`config.mk`:
```
export PLATFORM = sky130hd
export DESIGN_NAME = spfz_ctrl
export DESIGN_NICKNAME = d
export VERILOG_FILES = /design/src/hw/rtl/spfz_pkg.sv /design/src/hw/rtl/spfz_ctrl.sv
export SDC_FILE = /design/constraint.sdc
export NUM_CORES = 1
export LEC_CHECK = 0
export BUFFER_PORTS_ARGS = -buffer_cell sky130_fd_sc_hd__buf_4
export CAP_MARGIN = 30
export CORE_ASPECT_RATIO = 1.75
export CORE_MARGIN = 2
export CORE_UTILIZATION = 30
export CTS_CLUSTER_SIZE = 20
export DETAILED_ROUTE_END_ITERATION = 10
export GPL_ROUTABILITY_DRIVEN = 1
export HOLD_SLACK_MARGIN = 0.05
export PLACE_DENSITY = 0.66
export SETUP_SLACK_MARGIN = 0.15
export SYNTH_ARGS = -nofsm -noshare
export SYNTH_HDL_FRONTEND = slang
export SYNTH_SLANG_ARGS = --single-unit
```
`constraint.sdc`:
```
create_clock -name clk -period 5.08 [get_ports clk]
set_input_delay 1.524 -clock clk [delete_from_list [all_inputs] [get_ports clk]]
set_output_delay 1.524 -clock clk [all_outputs]
set_load 0.01 [all_outputs]
```
`src/hw/rtl/spfz_pkg.sv`:
```
// Shared types of the sieve prime factorizer: controller states, commands and status.
package spfz_pkg;

	typedef enum logic [3:0] {
		ST_CLEAR,
		ST_SV_RD,
		ST_SV_CHK,
		ST_SV_NEXT,
		ST_MK_RD,
		ST_MK_CHK,
		ST_IDLE,
		ST_T_RD,
		ST_T_CHK,
		ST_P_RD,
		ST_P_CHK,
		ST_DSTART,
		ST_DIV,
		ST_LEFT
	} state_t;

	typedef enum logic [1:0] {
		WR_NONE,
		WR_CLEAR,
		WR_SELF,
		WR_MARK
	} wr_sel_t;

	typedef enum logic [1:0] {
		RD_NONE,
		RD_I,
		RD_J,
		RD_REM
	} rd_sel_t;

	typedef enum logic [2:0] {
		EM_NONE,
		EM_ERR,
		EM_EMPTY,
		EM_FACTOR,
		EM_LEFT
	} emit_t;

	typedef struct packed {
		wr_sel_t wr_sel;
		rd_sel_t rd_sel;
		logic    clr_step;
		logic    i_init;
		logic    i_inc;
		logic    j_init;
		logic    j_step;
		logic    ld_n;
		logic    idx_init;
		logic    idx_inc;
		logic    list_rd;
		logic    p_ld_tbl;
		logic    p_ld_list;
		logic    e_clr;
		logic    div_start;
		logic    div_apply;
		emit_t   emit;
	} cmd_t;

	typedef struct packed {
		logic clr_done;
		logic i_last;
		logic tbl_zero;
		logic i_sq_le_lim;
		logic j_next_over;
		logic n_bad;
		logic n_one;
		logic n_small;
		logic idx_end;
		logic p_sq_gt_rem;
		logic div_done;
		logic div_exact;
		logic rem_one;
		logic e_nz;
	} status_t;

endpackage

```
`src/hw/rtl/spfz_ctrl.sv`:
```
// Controller state machine: table build sequence and factoring sequence.
module spfz_ctrl (
	input  logic             clk,
	input  logic             arst_n,
	input  logic             start,
	input  spfz_pkg::status_t st,
	output spfz_pkg::cmd_t   cmd,
	output logic             busy
);

	spfz_pkg::state_t state_q, state_n;
	logic mode_q, mode_n; // 1 while the trial-division path runs

	always_ff @(posedge clk or negedge arst_n) begin
		if (!arst_n) begin
			state_q <= spfz_pkg::ST_CLEAR;
			mode_q  <= 1'b0;
		end else begin
			state_q <= state_n;
			mode_q  <= mode_n;
		end
	end

	always_comb begin
		state_n = state_q;
		mode_n  = mode_q;
		cmd     = '0;
		cmd.wr_sel = spfz_pkg::WR_NONE;
		cmd.rd_sel = spfz_pkg::RD_NONE;
		cmd.emit   = spfz_pkg::EM_NONE;
		busy    = 1'b1;
		unique case (state_q)
			spfz_pkg::ST_CLEAR: begin
				cmd.wr_sel   = spfz_pkg::WR_CLEAR;
				cmd.clr_step = 1'b1;
				if (st.clr_done) begin
					cmd.i_init = 1'b1;
					state_n    = spfz_pkg::ST_SV_RD;
				end
			end
			spfz_pkg::ST_SV_RD: begin
				cmd.rd_sel = spfz_pkg::RD_I;
				state_n    = spfz_pkg::ST_SV_CHK;
			end
			spfz_pkg::ST_SV_CHK: begin
				if (st.tbl_zero) begin
					cmd.wr_sel = spfz_pkg::WR_SELF;
					cmd.j_init = 1'b1;
					state_n    = st.i_sq_le_lim ? spfz_pkg::ST_MK_RD : spfz_pkg::ST_SV_NEXT;
				end else begin
					state_n = spfz_pkg::ST_SV_NEXT;
				end
			end
			spfz_pkg::ST_SV_NEXT: begin
				if (st.i_last) begin
					state_n = spfz_pkg::ST_IDLE;
				end else begin
					cmd.i_inc = 1'b1;
					state_n   = spfz_pkg::ST_SV_RD;
				end
			end
			spfz_pkg::ST_MK_RD: begin
				cmd.rd_sel = spfz_pkg::RD_J;
				state_n    = spfz_pkg::ST_MK_CHK;
			end
			spfz_pkg::ST_MK_CHK: begin
				if (st.tbl_zero) begin
					cmd.wr_sel = spfz_pkg::WR_MARK;
				end
				cmd.j_step = 1'b1;
				state_n    = st.j_next_over ? spfz_pkg::ST_SV_NEXT : spfz_pkg::ST_MK_RD;
			end
			spfz_pkg::ST_IDLE: begin
				busy = 1'b0;
				if (start) begin
					cmd.ld_n = 1'b1;
					if (st.n_bad) begin
						cmd.emit = spfz_pkg::EM_ERR;
					end else if (st.n_one) begin
						cmd.emit = spfz_pkg::EM_EMPTY;
					end else if (st.n_small) begin
						mode_n  = 1'b0;
						state_n = spfz_pkg::ST_T_RD;
					end else begin
						mode_n       = 1'b1;
						cmd.idx_init = 1'b1;
						state_n      = spfz_pkg::ST_P_RD;
					end
				end
			end
			spfz_pkg::ST_T_RD: begin
				cmd.rd_sel = spfz_pkg::RD_REM;
				state_n    = spfz_pkg::ST_T_CHK;
			end
			spfz_pkg::ST_T_CHK: begin
				cmd.p_ld_tbl = 1'b1;
				cmd.e_clr    = 1'b1;
				state_n      = spfz_pkg::ST_DSTART;
			end
			spfz_pkg::ST_P_RD: begin
				if (st.idx_end) begin
					state_n = spfz_pkg::ST_LEFT;
				end else begin
					cmd.list_rd = 1'b1;
					state_n     = spfz_pkg::ST_P_CHK;
				end
			end
			spfz_pkg::ST_P_CHK: begin
				if (st.p_sq_gt_rem) begin
					state_n = spfz_pkg::ST_LEFT;
				end else begin
					cmd.p_ld_list = 1'b1;
					cmd.e_clr     = 1'b1;
					state_n       = spfz_pkg::ST_DSTART;
				end
			end
			spfz_pkg::ST_DSTART: begin
				cmd.div_start = 1'b1;
				state_n       = spfz_pkg::ST_DIV;
			end
			spfz_pkg::ST_DIV: begin
				if (st.div_done) begin
					if (st.div_exact) begin
						cmd.div_apply = 1'b1;
						state_n       = spfz_pkg::ST_DSTART;
					end else if (!mode_q || st.e_nz) begin
						// The prime is fully divided out; a cofactor of one ends the transaction.
						cmd.emit = spfz_pkg::EM_FACTOR;
						if (st.rem_one) begin
							state_n = spfz_pkg::ST_IDLE;
						end else if (mode_q) begin
							cmd.idx_inc = 1'b1;
							state_n     = spfz_pkg::ST_P_RD;
						end else begin
							state_n = spfz_pkg::ST_T_RD;
						end
					end else begin
						cmd.idx_inc = 1'b1;
						state_n     = spfz_pkg::ST_P_RD;
					end
				end
			end
			spfz_pkg::ST_LEFT: begin
				cmd.emit = spfz_pkg::EM_LEFT;
				state_n  = spfz_pkg::ST_IDLE;
			end
			default: begin
				state_n = spfz_pkg::ST_IDLE;
			end
		endcase
	end

endmodule

```
=== Yosys cells after proc, flatten, opt, wreduce, memory -nomap -nowiden ===
Cells that the tools add are included.

* Word-level logic and storage cells: 83
* Register bits: 5

* Bitwise gates (word level): 2
* Reduce and logical (&&, ||, !) cells: 5
* Multiplexer cells: 56
* Equality and inequality tests: 18

{| class="wikitable"
|+ Operators with widths
! kind !! number
|-
| one-hot mux 4 bit (13 select lines) || 1
|-
| 2-to-1 mux 4 bit || 11
|-
| equality test 4 bit, second input constant || 6
|-
| 2-to-1 mux 1 bit || 23
|-
| 2-to-1 mux 2 bit || 11
|-
| 2-to-1 mux 3 bit || 6
|-
| equality test 4 x 3 -> 1 bit, second input constant || 4
|-
| one-hot mux 2 bit (3 select lines) || 2
|-
| inequality test 2 bit, second input constant || 5
|-
| one-hot mux 3 bit (3 select lines) || 1
|-
| equality test 4 x 2 -> 1 bit, second input constant || 2
|-
| AND reduction 5 bit || 1
|-
| equality test 4 x 1 -> 1 bit, second input constant || 1
|-
| zero test 4 bit || 1
|-
| AND reduction 4 bit || 1
|-
| NOT 1 bit || 2
|-
| one-hot mux 1 bit (2 select lines) || 1
|-
| zero test 1 bit || 1
|-
| logical OR 1 bit || 1
|}

=== Longest topological paths before layout ===
* Depth after elaboration: 6
* Mapped depth: 6

=== Worst setup path before layout ===
No wires, ideal clock.

* Path type: input to output
* Start point: input port st[4] (netlist name)
* End point: output port cmd[5] (netlist name)
* Stages: 2
* Data required time: 3.556 ns
* Arrival: 2.082 ns
* Path buffers: 0
* Slack: 1.474 ns
* Cell sequence: nor3b_1 or2_1

{| class="wikitable"
|+ RTL lines
! what !! line !! RTL
|-
| start, declared || spfz_ctrl.sv:6 || <nowiki>input spfz_pkg::status_t st,</nowiki>
|-
| end, declared || spfz_ctrl.sv:7 || <nowiki>output spfz_pkg::cmd_t cmd,</nowiki>
|}

==> flow_summary.toml <==
[cells_and_area]
drive_gt1_frac = 0.350
antenna-diode-count = 0
synthToLayoutAreaGrowth_pct = 41.1
final_core_util = 0.436
nFillCells = 271
nets = 158

[worst_setup_path]
r2r_end = "state_q[3]"
regToRegStartpoint = "state_q[0]"
critPathMaxFanout = 3
crit_required_ns = 3.56
regToRegSetupSlack_ns = 3.32
critPathKind = "in -> out"
cp-end-kind = "primary output"
critical_path_arrival_ns = 2.23
r2r_cells = 5
cp-start-kind = "primary input"

[logic_synthesis]
synth_top_area_cell = "dfrtp_1"
async_reset_ff_frac = 1.00
synth_top_family_by_area = "simple AND/OR/NAND/NOR gates"
synth.distinct_cells = 42
synthesis.nets = 122
synth-seq-cells = 5
ys_warn_count = 0
synth_xor_area_frac = 0
synth_edf_count = 0
muxShareOfSynthArea = 0.0150
synth_area_leaders = "dfrtp_1 17%, nand2_1 6.0%, nor2_1 6.0%"
yosys-top-cells-count = "12 x nand2_1, 12 x nor2_1, 7 x nand2b_1"
yosys.area.top_type_share = 0.166
syn-cell-area_um2 = 752
synthFlopType = "dfrtp_1"
synth_compound_area_frac = 0.308
yosys.area_share.simple = 0.409
syn_avg_cell_area_um2 = 7.16
synthAdderAreaFrac = 0
ys_seq_area_frac = 0.166
synthCells = 105

[cts]
post_cts_buffers = 0
clkTransAtPathRegs_ns = 0.04
cts_resized = 0
ctsHtreeMaxLevel = 1
root_buffer = "clkbuf_8"
numCtsBuffers = 3
postCtsHoldBufs = 0
clk_latency_ns = 0.22
clkSinkCount = 5
tritoncts = "done"
clockBufferDepth = 2

[power_and_ir_drop]
switching_power_uw = 270
switching_share = 0.477
irDropWorstVdd_mv = 0.291
pwr-share-seq = 0.231
p_leak_uw = 0.000506
cellInternalPower_uw = 297
comb_power_share = 0.637
pwr-share-clk = 0.132
power_density_nw_per_um2 = 534
power.total_uw = 567

[timing]
rsz0062_at_grt = "no"
relSlewSlack = 0.644
post-route-period-util = 0.740
fmax_mhz = 266
setup_viol = 0
tns_ns = 0
clock_skew_ns = 0.00384
worstMarginPinSlew_ns = 0.535
timing.final.crit_period_ns = 3.76
maxSlewViolCount = 0
final-hold-violation-count = 0

[min_path]
holdCritPathClass = "reg -> reg"
whs_endpoint = "mode_q"
hold_start = "mode_q"
min_path_cells = 1

[route]
viasPerCell = 5.42
num_vias = 900
drtPass1Iterations = 4
drt_iter0_drc = 19
route.detailed.drc = 0
ant_nets = 0
wirelength_mm = 2.27
wl_per_cell_um = 13.7

[job]
maxCapViolCount = 0

[placed_design]
routabilityCongestion = 0.838
io_buffers = 38
dp_hpwl_mm = 1.87

[floorplanning]
fp-row-count = 24
start_util = 0.309
die_h_um = 70.2
die-area_um2 = 2940
coreArea_um2 = 2430
num_io_pins = 39
die_x_um = 41.8

[grt]
antenna_found_initial = 0
grt-ovfl-total = 0
grt_pass1_vias = 863
grt.total_usage = 0.161
grt_pass1_wl_mm = 3.84
grt_start_max_net_pins = 20

[run_status]
outcome = "completed"
metal layers:
layer / part of all wire / up-vias / global-route usage
li1: - / 452 / -
met1: 0.38 / 402 / 0.175
met2: 0.53 / 42 / 0.304
met3: 0.075 / 4 / 0.0233
met4: 0.015 / 0 / 0.0538
met5: 0 / - / 0
power groups by stage:
stage	logic, uW	clock network (uW)	registers [uW]
floorplan	322	0	76.0
global placement	363	0	129
detailed placement	366	0	130
finish	361	74.8	131
CTS	367	75.6	129
global route	399	77.5	140
state kept, by name, indices dropped and copies added (netlist names):
register	cells
mode_q	1
state_q	4
worst max-delay path: stages:
cell,delay [ns]
buf_4,0.12
nor3b_2,0.22
nand2_1,0.10
nor2_1,0.13
buf_4,0.14
metrics by stage:
step / worst slack, ns / cell area, um^2 / cells / hold slack, ns
6_report: 1.32 / 1060 / 166 / 0.523
5_1_grt: 1.24 / 1060 / 166 / 0.544
4_1_cts: 1.30 / 1060 / 166 / 0.530
3_5_place_dp: 1.31 / 1020 / 162 / 0.522
3_3_place_gp: 1.33 / 1020 / 162 / 0.526
2_1_floorplan: 1.47 / 752 / 105 / 0.480
layout make-up:
type                       instances  area, um^2  area share
multi-input combinational         87         551       0.519
timing repair buffer              38         285       0.269
sequential                         5         125       0.118
clock buffer                       4        45.0      0.0425
tap                               26        32.5      0.0307
inverter                           6        22.5      0.0212
layout by cell type (no fill, tap or decap), types with 2 or more instances in the layout:
cell | synthesis | routed
buf_4 | 0 | 38
nand2_1 | 12 | 12
nor2_1 | 12 | 12
nand2b_1 | 7 | 7
nor3_1 | 6 | 6
inv_1 | 5 | 5
dfrtp_1 | 5 | 5
and3_1 | 4 | 4
o21ai_0 | 4 | 4
a21oi_1 | 4 | 4
nor2b_1 | 3 | 3
o21bai_1 | 3 | 3
clkbuf_8 | 0 | 3
or2_1 | 2 | 2
nand3_1 | 2 | 2
a21o_1 | 2 | 2
o22ai_1 | 2 | 2
worst max path at each step:
| stage | to | depth (start not counted) | slack [ns] | start |
|---|---|---|---|---|
| final | cmd[10] | 5 | 1.32 | st[8] |
| after detailed placement | cmd[10] | 5 | 1.31 | st[8] |
| after floorplan | cmd[5] | 2 | 1.47 | st[4] |
| after CTS | cmd[10] | 5 | 1.30 | st[8] |
| after global placement | cmd[10] | 5 | 1.33 | st[8] |
| after global routing | cmd[1] | 6 | 1.24 | st[0] |
logic make-up after synthesis:
logic type	count (synthesis)
compound gates	30
buf+inv	13
flops	5
mux	1
simple gates	56
Power figures use the tool's default switching activity.
